File: config.mk
export PLATFORM = sky130hd
export DESIGN_NAME = varint_length_prefixed_deframer
export DESIGN_NICKNAME = d
export VERILOG_FILES = /design/src/rtl/vlpd_pkg.sv /design/src/rtl/varint_length_prefixed_deframer.sv /design/src/rtl/vlpd_parser.sv
export SDC_FILE = /design/constraint.sdc
export NUM_CORES = 1
export LEC_CHECK = 0
export ABC_CLOCK_PERIOD_IN_PS = 4640
export BUFFER_PORTS_ARGS = -buffer_cell sky130_fd_sc_hd__buf_2
export CAP_MARGIN = 20
export CORE_MARGIN = 10
export CORE_UTILIZATION = 35
export CTS_BUF_LIST = sky130_fd_sc_hd__clkbuf_4
export CTS_CLUSTER_DIAMETER = 80
export CTS_CLUSTER_SIZE = 40
export DETAILED_ROUTE_END_ITERATION = 8
export GPL_ROUTABILITY_DRIVEN = 0
export PLACE_DENSITY = 0.63
export SLEW_MARGIN = 10
export SYNTH_ARGS = -nofsm -noshare
export SYNTH_HDL_FRONTEND = slang
export SYNTH_HIERARCHICAL = 1
export SYNTH_SLANG_ARGS = --single-unit
File: constraint.sdc
create_clock -name clk -period 4.64 [get_ports clk]
set_clock_uncertainty 0.15 [all_clocks]
set_input_delay 0.232 -clock clk [delete_from_list [all_inputs] [get_ports clk]]
set_output_delay 0.232 -clock clk [all_outputs]
set_load 0.005 [all_outputs]
File: src/rtl/vlpd_pkg.sv
// Package for the varint length-prefixed deframer.
// Holds the parser phases, status codes, register indexes and reset values.
// No dependencies.
package vlpd_pkg;

    localparam int BYTE_BITS          = 8;
    localparam int VARINT_BITS        = 28;
    localparam int VARINT_COUNT_BITS  = 3;
    localparam int SHIFT_BITS         = 5;
    localparam int MAX_PAYLOAD_BITS   = 16;
    localparam int STATUS_BITS        = 3;
    localparam int CFG_ADDR_BITS      = 1;
    localparam int CFG_DATA_BITS      = 28;
    localparam int PAYLOAD_COUNT_BITS = 16;

    localparam logic [VARINT_BITS-1:0]      MAX_PACKET_LEN_RESET  = 28'd33000;
    localparam logic [MAX_PAYLOAD_BITS-1:0] MAX_PAYLOAD_LEN_RESET = 16'd32770;

    localparam logic [CFG_ADDR_BITS-1:0] REG_MAX_PACKET_LEN  = 1'b0;
    localparam logic [CFG_ADDR_BITS-1:0] REG_MAX_PAYLOAD_LEN = 1'b1;

    typedef enum logic [1:0] {
        PH_PKT_LEN,
        PH_PKT_ID,
        PH_PAY_LEN,
        PH_PAYLOAD
    } phase_t;

    typedef enum logic [STATUS_BITS-1:0] {
        ST_PAYLOAD     = 3'd0,
        ST_EMPTY       = 3'd1,
        ST_VARINT_LONG = 3'd2,
        ST_PKT_LONG    = 3'd3,
        ST_BAD_ID      = 3'd4,
        ST_PAY_LONG    = 3'd5
    } status_t;

    typedef struct packed {
        logic                 valid;
        logic [BYTE_BITS-1:0] payload_byte;
        status_t              status;
        logic                 last;
    } result_t;

endpackage

File: src/rtl/varint_length_prefixed_deframer.sv
// Top level of the varint length-prefixed deframer: input register, limit
// registers, output register and the handshakes. Uses vlpd_pkg and vlpd_parser.
//
// Channel   Direction  Transaction contents
// s_axis    in         tdata[7:0] rx_byte
// m_axis    out        tdata[7:0] payload_byte, tuser[2:0] status, tlast last
// cfg       in         cfg_addr 0 max_packet_len, 1 max_payload_len
//
// Each byte passes through the input register, and any result for it through the
// output register, before that result is offered on m_axis.
// One byte is accepted every cycle while m_axis_tready stays high.
// A stall on m_axis holds the output register and then the input register.
// Reset clears the parser to the packet length phase and loads the limits.
module varint_length_prefixed_deframer #(
    parameter int PAYLOAD_COUNT_BITS = vlpd_pkg::PAYLOAD_COUNT_BITS
) (
    input  logic                                  clk,
    input  logic                                  rst_n,
    input  logic                                  s_axis_tvalid,
    output logic                                  s_axis_tready,
    input  logic [7:0]                            s_axis_tdata,   // [7:0] rx_byte
    output logic                                  m_axis_tvalid,
    input  logic                                  m_axis_tready,
    output logic [7:0]                            m_axis_tdata,   // [7:0] payload_byte
    output logic [vlpd_pkg::STATUS_BITS-1:0]      m_axis_tuser,   // [2:0] status
    output logic                                  m_axis_tlast,
    input  logic                                  cfg_we,
    input  logic [vlpd_pkg::CFG_ADDR_BITS-1:0]    cfg_addr,
    input  logic [vlpd_pkg::CFG_DATA_BITS-1:0]    cfg_wdata
);

    logic                                         in_valid_reg;
    logic [vlpd_pkg::BYTE_BITS-1:0]               in_byte_reg;
    logic                                         out_valid_reg;
    logic [vlpd_pkg::BYTE_BITS-1:0]               out_byte_reg;
    vlpd_pkg::status_t                            out_status_reg;
    logic                                         out_last_reg;
    logic [vlpd_pkg::VARINT_BITS-1:0]             max_packet_len_reg;
    logic [vlpd_pkg::MAX_PAYLOAD_BITS-1:0]        max_payload_len_reg;

    logic                                         advance;
    logic                                         step;
    vlpd_pkg::result_t                            result;

    assign advance       = !out_valid_reg || m_axis_tready;
    assign step          = in_valid_reg && advance;
    assign s_axis_tready = !in_valid_reg || advance;

    vlpd_parser #(
        .PAYLOAD_COUNT_BITS (PAYLOAD_COUNT_BITS)
    ) u_parser (
        .clk             (clk),
        .rst_n           (rst_n),
        .step            (step),
        .rx_byte         (in_byte_reg),
        .max_packet_len  (max_packet_len_reg),
        .max_payload_len (max_payload_len_reg),
        .result          (result)
    );

    always_ff @(posedge clk or negedge rst_n)
    begin
        if (!rst_n)
        begin
            in_valid_reg  <= 1'b0;
            out_valid_reg <= 1'b0;
        end
        else
        begin
            if (s_axis_tvalid && s_axis_tready)
            begin
                in_valid_reg <= 1'b1;
            end
            else if (advance)
            begin
                in_valid_reg <= 1'b0;
            end
            if (advance)
            begin
                out_valid_reg <= result.valid;
            end
        end
    end

    always_ff @(posedge clk)
    begin
        if (s_axis_tvalid && s_axis_tready)
        begin
            in_byte_reg <= s_axis_tdata;
        end
        if (advance && result.valid)
        begin
            out_byte_reg   <= result.payload_byte;
            out_status_reg <= result.status;
            out_last_reg   <= result.last;
        end
    end

    always_ff @(posedge clk or negedge rst_n)
    begin
        if (!rst_n)
        begin
            max_packet_len_reg  <= vlpd_pkg::MAX_PACKET_LEN_RESET;
            max_payload_len_reg <= vlpd_pkg::MAX_PAYLOAD_LEN_RESET;
        end
        else if (cfg_we)
        begin
            unique case (cfg_addr)
                vlpd_pkg::REG_MAX_PACKET_LEN:
                    max_packet_len_reg  <= cfg_wdata[vlpd_pkg::VARINT_BITS-1:0];
                vlpd_pkg::REG_MAX_PAYLOAD_LEN:
                    max_payload_len_reg <= cfg_wdata[vlpd_pkg::MAX_PAYLOAD_BITS-1:0];
                default:
                    max_packet_len_reg  <= max_packet_len_reg;
            endcase
        end
    end

    assign m_axis_tvalid = out_valid_reg;
    assign m_axis_tdata  = out_byte_reg;
    assign m_axis_tuser  = out_status_reg;
    assign m_axis_tlast  = out_last_reg;

    // Only payload bytes may continue a response.
    a_not_last_is_payload: assert property (@(posedge clk) disable iff (!rst_n)
        m_axis_tvalid && !m_axis_tlast |-> m_axis_tuser == vlpd_pkg::ST_PAYLOAD)
        else $error("non-final result carries a status code");

    // Status results carry a zero data byte.
    a_status_zero_data: assert property (@(posedge clk) disable iff (!rst_n)
        m_axis_tvalid && m_axis_tuser != vlpd_pkg::ST_PAYLOAD |-> m_axis_tdata == '0)
        else $error("status result with nonzero data byte");

    // Backpressure on the input only when a byte is held.
    a_ready_low_held: assert property (@(posedge clk) disable iff (!rst_n)
        !s_axis_tready |-> in_valid_reg && out_valid_reg)
        else $error("input stalled with no byte held");

endmodule

File: src/rtl/vlpd_parser.sv
// Byte-wise parser state and combinational step logic of the deframer.
// Depends on vlpd_pkg for phases, status codes and the result struct.
module vlpd_parser #(
    parameter int PAYLOAD_COUNT_BITS = vlpd_pkg::PAYLOAD_COUNT_BITS
) (
    input  logic                                   clk,
    input  logic                                   rst_n,
    input  logic                                   step,
    input  logic [vlpd_pkg::BYTE_BITS-1:0]         rx_byte,
    input  logic [vlpd_pkg::VARINT_BITS-1:0]       max_packet_len,
    input  logic [vlpd_pkg::MAX_PAYLOAD_BITS-1:0]  max_payload_len,
    output vlpd_pkg::result_t                      result
);

    vlpd_pkg::phase_t                              phase_reg;
    vlpd_pkg::phase_t                              phase_next;
    logic [vlpd_pkg::VARINT_BITS-1:0]              varint_value_reg;
    logic [vlpd_pkg::VARINT_BITS-1:0]              varint_value_next;
    logic [vlpd_pkg::VARINT_COUNT_BITS-1:0]        varint_bytes_reg;
    logic [vlpd_pkg::VARINT_COUNT_BITS-1:0]        varint_bytes_next;
    logic [PAYLOAD_COUNT_BITS-1:0]                 payload_left_reg;
    logic [PAYLOAD_COUNT_BITS-1:0]                 payload_left_next;

    logic [vlpd_pkg::SHIFT_BITS-1:0]               shift_amt;
    logic [vlpd_pkg::VARINT_BITS-1:0]              merged;
    logic                                          too_many;
    logic                                          more;
    logic                                          pkt_over;
    logic                                          pay_over;
    logic                                          pay_zero;
    logic                                          payload_last;

    always_comb
    begin
        unique case (varint_bytes_reg[1:0])
            2'd0:    shift_amt = 5'd0;
            2'd1:    shift_amt = 5'd7;
            2'd2:    shift_amt = 5'd14;
            2'd3:    shift_amt = 5'd21;
            default: shift_amt = 5'd0;
        endcase
    end

    assign merged       = varint_value_reg
                        | (vlpd_pkg::VARINT_BITS'(rx_byte[6:0]) << shift_amt);
    assign too_many     = varint_bytes_reg[2];
    assign more         = rx_byte[7];
    assign pkt_over     = merged > max_packet_len;
    assign pay_over     = (merged > vlpd_pkg::VARINT_BITS'(max_payload_len))
                        || ((merged >> PAYLOAD_COUNT_BITS) != '0);
    assign pay_zero     = merged == '0;
    assign payload_last = payload_left_reg <= PAYLOAD_COUNT_BITS'(1);

    // Next state.
    always_comb
    begin
        phase_next        = phase_reg;
        varint_value_next = varint_value_reg;
        varint_bytes_next = varint_bytes_reg;
        payload_left_next = payload_left_reg;
        if (step)
        begin
            unique case (phase_reg)
                vlpd_pkg::PH_PKT_LEN:
                begin
                    if (too_many || (!more && pkt_over))
                    begin
                        phase_next        = vlpd_pkg::PH_PKT_LEN;
                        varint_value_next = '0;
                        varint_bytes_next = '0;
                        payload_left_next = '0;
                    end
                    else if (more)
                    begin
                        varint_value_next = merged;
                        varint_bytes_next = varint_bytes_reg + 3'd1;
                    end
                    else
                    begin
                        phase_next        = vlpd_pkg::PH_PKT_ID;
                        varint_value_next = '0;
                        varint_bytes_next = '0;
                    end
                end
                vlpd_pkg::PH_PKT_ID:
                begin
                    if (rx_byte != '0)
                    begin
                        phase_next        = vlpd_pkg::PH_PKT_LEN;
                        payload_left_next = '0;
                    end
                    else
                    begin
                        phase_next        = vlpd_pkg::PH_PAY_LEN;
                    end
                    varint_value_next = '0;
                    varint_bytes_next = '0;
                end
                vlpd_pkg::PH_PAY_LEN:
                begin
                    if (too_many || (!more && (pay_over || pay_zero)))
                    begin
                        phase_next        = vlpd_pkg::PH_PKT_LEN;
                        varint_value_next = '0;
                        varint_bytes_next = '0;
                        payload_left_next = '0;
                    end
                    else if (more)
                    begin
                        varint_value_next = merged;
                        varint_bytes_next = varint_bytes_reg + 3'd1;
                    end
                    else
                    begin
                        phase_next        = vlpd_pkg::PH_PAYLOAD;
                        varint_value_next = '0;
                        varint_bytes_next = '0;
                        payload_left_next = merged[PAYLOAD_COUNT_BITS-1:0];
                    end
                end
                vlpd_pkg::PH_PAYLOAD:
                begin
                    if (payload_last)
                    begin
                        phase_next        = vlpd_pkg::PH_PKT_LEN;
                        varint_value_next = '0;
                        varint_bytes_next = '0;
                        payload_left_next = '0;
                    end
                    else
                    begin
                        payload_left_next = payload_left_reg - PAYLOAD_COUNT_BITS'(1);
                    end
                end
                default:
                begin
                    phase_next = vlpd_pkg::PH_PKT_LEN;
                end
            endcase
        end
    end

    // Result of the current step.
    always_comb
    begin
        result.valid        = 1'b0;
        result.payload_byte = '0;
        result.status       = vlpd_pkg::ST_PAYLOAD;
        result.last         = 1'b1;
        unique case (phase_reg)
            vlpd_pkg::PH_PKT_LEN:
            begin
                if (too_many)
                begin
                    result.valid  = step;
                    result.status = vlpd_pkg::ST_VARINT_LONG;
                end
                else if (!more && pkt_over)
                begin
                    result.valid  = step;
                    result.status = vlpd_pkg::ST_PKT_LONG;
                end
            end
            vlpd_pkg::PH_PKT_ID:
            begin
                if (rx_byte != '0)
                begin
                    result.valid  = step;
                    result.status = vlpd_pkg::ST_BAD_ID;
                end
            end
            vlpd_pkg::PH_PAY_LEN:
            begin
                if (too_many)
                begin
                    result.valid  = step;
                    result.status = vlpd_pkg::ST_VARINT_LONG;
                end
                else if (!more && pay_over)
                begin
                    result.valid  = step;
                    result.status = vlpd_pkg::ST_PAY_LONG;
                end
                else if (!more && pay_zero)
                begin
                    result.valid  = step;
                    result.status = vlpd_pkg::ST_EMPTY;
                end
            end
            vlpd_pkg::PH_PAYLOAD:
            begin
                result.valid        = step;
                result.payload_byte = rx_byte;
                result.last         = payload_last;
            end
            default:
            begin
                result.valid = 1'b0;
            end
        endcase
    end

    always_ff @(posedge clk or negedge rst_n)
    begin
        if (!rst_n)
        begin
            phase_reg        <= vlpd_pkg::PH_PKT_LEN;
            varint_value_reg <= '0;
            varint_bytes_reg <= '0;
            payload_left_reg <= '0;
        end
        else
        begin
            phase_reg        <= phase_next;
            varint_value_reg <= varint_value_next;
            varint_bytes_reg <= varint_bytes_next;
            payload_left_reg <= payload_left_next;
        end
    end

endmodule
==> metrics.yaml <==
routing:
  drc: 0
  drt_iter0_drc: 475
  wl_um: 19700
  vias: 5953
  wire_per_inst_um: 17.3
  firstDrtPassIters: 5
  ant_nets: 0
  vias_per_cell: 5.24
power_and_ir_drop:
  p_seq_share_pct: 27.5
  combPwrFrac_pct: 56.3
  powerDensity_nw_per_um2: 593
  p_leak_nw: 4.32
  swShare_pct: 43.6
  ir_drop_mv: 0.241
  clkPwrFrac_pct: 16.2
  internal_power_mw: 2.98
  p_sw_mw: 2.30
die:
  ios: 56
  die_w_um: 164
  fp.dieArea_um2: 26700
  rows: 52
  die_h_um: 164
  initial_core_util_pct: 35.6
  core_area_um2: 20200
sta:
  whs_ns: 0.108
  hold_viol: 0
  period_share_pct: 97.2
  drv_slew: 0
  worst_slack_ns: 0.131
  setup_viol: 0
  worst_pin_slew_ns: 1.07
  finalCriticalPeriod_ns: 4.51
  max_slew_margin_pct: 28.4
  fmax_mhz: 222
critical_path:
  ff2ff_path_depth: 17
  crit_fanout: 13
  timing.rr.start: "u_parser/varint_bytes_reg[0]$_DFFE_PN0P_"
  cp.required_ns: 4.81
  cp.buffers_inverters: 2
  cpLargestDelayFamily: "compound AO/OA/AOI/OAI gates"
  arrival_ns: 4.68
  cp_cell_sequence: "inv_1, ha_4, buf_12, mux2_4, o211a_1, or2_0, a221o_2, ha_4, a21oi_1, nor2b_1, o21ai_0, nand4b_1, a2111oi_4, nand2_2, a31oi_4, a31oi_4, and2_4"
  worstReg2RegEnd: "m_axis_tuser[0]$_DFFE_PP_"
  slowest_delay_ns: 0.45
  r2r_slack_ns: 0.13
  worstSetupPathType: "flop to flop"
  crit_start: "u_parser/varint_bytes_reg[0]$_DFFE_PN0P_"
  start_kind: "flop"
  endpoint_kind: "flop"
  cpMaxStageDelayCell: "a221o_2"
min_path:
  holdCritPathClass: "input port to flop"
  min_to: "max_packet_len_reg[9]$_DFFE_PN0P_"
  hold_depth: 3
  worstHoldStart: "cfg_addr"
placed_design:
  portBuffers: 55
  dp_hpwl_um: 14600
  preCtsSetupSlack_ns: 0.00317
  dp.cells: 1058
layout:
  final-seq-area_um2: 2990
  final_common_cell: "dfrtp_1"
  fin_cells: 1137
  drive_gt1_share_pct: 27.1
  multiInputGateArea_um2: 3940
  final_cell_mix: "dfrtp_1, inv_1, nor2_1"
  nets: 945
  fillers: 1903
  synthToLayoutAreaGrowth_pct: 23.5
yosys:
  avgSynthCellArea_um2: 9.96
  synth-seq-cells: 115
  ys_seq_area_share_pct: 41.4
  async_flop_share_pct: 82.6
  synth_area_leader_cell: "dfrtp_1"
  ys.flop_type: "dfrtp_1"
  synth_cells: 724
  ys_types: 78
  synth_warnings: 6
  synth_edf_count: 20
  synth_area_leaders: "dfrtp_1, ha_1, edfxtp_1, mux2_4, mux2_2"
  synth_nets: 816
  netlist_area_um2: 7210
  netlist.area_leader.share_pct: 30.5
clock_tree:
  h-tree-depth: 4
  cts-root-buf: "clkbuf_4"
  clkTransAtPathRegs_ns: 0.11
  cts_tree: "built"
  clock-sinks: 115
  cts.path.max_buffers: 2
  clkLatencyLatePin_ns: 0.55
  cts_buffers: 17
grt:
  grt_max_degree: 59
  first_global_vias: 5852
  track_usage_pct: 14.9
  grt_pass1_wl_um: 31600
  grt_overflow: 0
  antenna_found_initial: 1
status:
  status: "finished clean"
flow_run:
  drv_cap: 0
## per-stage QoR
| step | power (mW) | util, % | TNS, ns | cell area, um2 |
|---|---|---|---|---|
| floorplan | 3.24 | - | 0 | 7230 |
| global placement | 4.14 | 39.3 | 0 | 7960 |
| detailed placement | 4.17 | 39.3 | 0 | 7960 |
| CTS | 5.08 | 43.0 | 0 | 8700 |
| global route | 5.69 | 44.0 | -0.0154 | 8900 |
| finish | 5.28 | 44.0 | 0 | 8900 |
## worst min-delay path: stages
cell and delay (ns):
buf_2 0.12, nor2b_4 0.18, mux2_4 0.25
## kinds of logic (layout without fill, tap and decap cells)
logic type	count (synthesis)	in the layout	share of synthesized area (%)
simple gates	226	227	16.5
compound gates	179	179	17.2
flops	115	115	41.4
buf+inv	95	236	6.01
mux	58	58	10.1
fa+ha+maj	50	50	8.68
xor+xnor	1	1	0.122
other cells	0	1	0
## per-layer routing
metal | vias up | wire, um | part of all wire [%] | GRT usage (%)
met5 | - | 0 | 0 | 0
li1 | 2892 | - | - | -
met1 | 2867 | 9190 | 47 | 19.7
met3 | 27 | 853 | 4.3 | 3.22
met2 | 167 | 9230 | 47 | 23.7
met4 | 0 | 388 | 2.0 | 5.28
## power groups by stage
stage | clock, mW | sequential [mW] | combinational (mW)
floorplan | 0 | 1.39 | 1.85
global placement | 0 | 1.46 | 2.68
detailed placement | 0 | 1.46 | 2.70
CTS | 0.881 | 1.45 | 2.75
global route | 0.929 | 1.48 | 3.28
finish | 0.856 | 1.45 | 2.97
## how the worst max path moves through the flow
| stage | endpoint | slack (ns) | depth (start not counted) |
|---|---|---|---|
| global route | m_axis_tuser[0]$_DFFE_PP_ | -0.008 | 17 |
| global placement | m_axis_tuser[0]$_DFFE_PP_ | 0.10 | 20 |
| CTS | m_axis_tuser[0]$_DFFE_PP_ | 0.004 | 19 |
| detailed placement | m_axis_tdata[1]$_DFFE_PP_ | 0.003 | 16 |
| finish | m_axis_tuser[0]$_DFFE_PP_ | 0.13 | 17 |
| floorplan | m_axis_tdata[0]$_DFFE_PP_ | 0.03 | 23 |
## Yosys cell counts, drive strengths merged, types with 10 or more instances
cell type / number
edfxtp: 20
ha: 50
nand2: 46
nor2b: 12
nand3: 13
o31ai: 12
nand4: 12
clkbuf: 13
inv: 65
o211ai: 11
a21o: 16
nor2: 63
buf: 17
and2: 10
and3: 15
a21oi: 57
o21ai: 23
dfrtp: 88
mux2: 52
## cell type report
cell class,count,area share (%)
Sequential cell,115,33.5
Multi-Input combinational cell,515,44.2
Antenna cell,1,0.0281
Clock inverter,15,2.30
Inverter,65,2.74
Clock buffer,17,1.43
Timing Repair Buffer,139,11.9
Tap cell,270,3.79
## timing repair
action / CTS / global route
hold endpoints to repair: 111 / 0
hold buffers: 40 / 0
pin swaps: 0 / 11
cloned: 0 / 2
endpoints found under the setup margin: 12 / 33
setup buffers: 0 / 4
resized for setup: 1 / 37
Power figures use the tool's default switching activity.
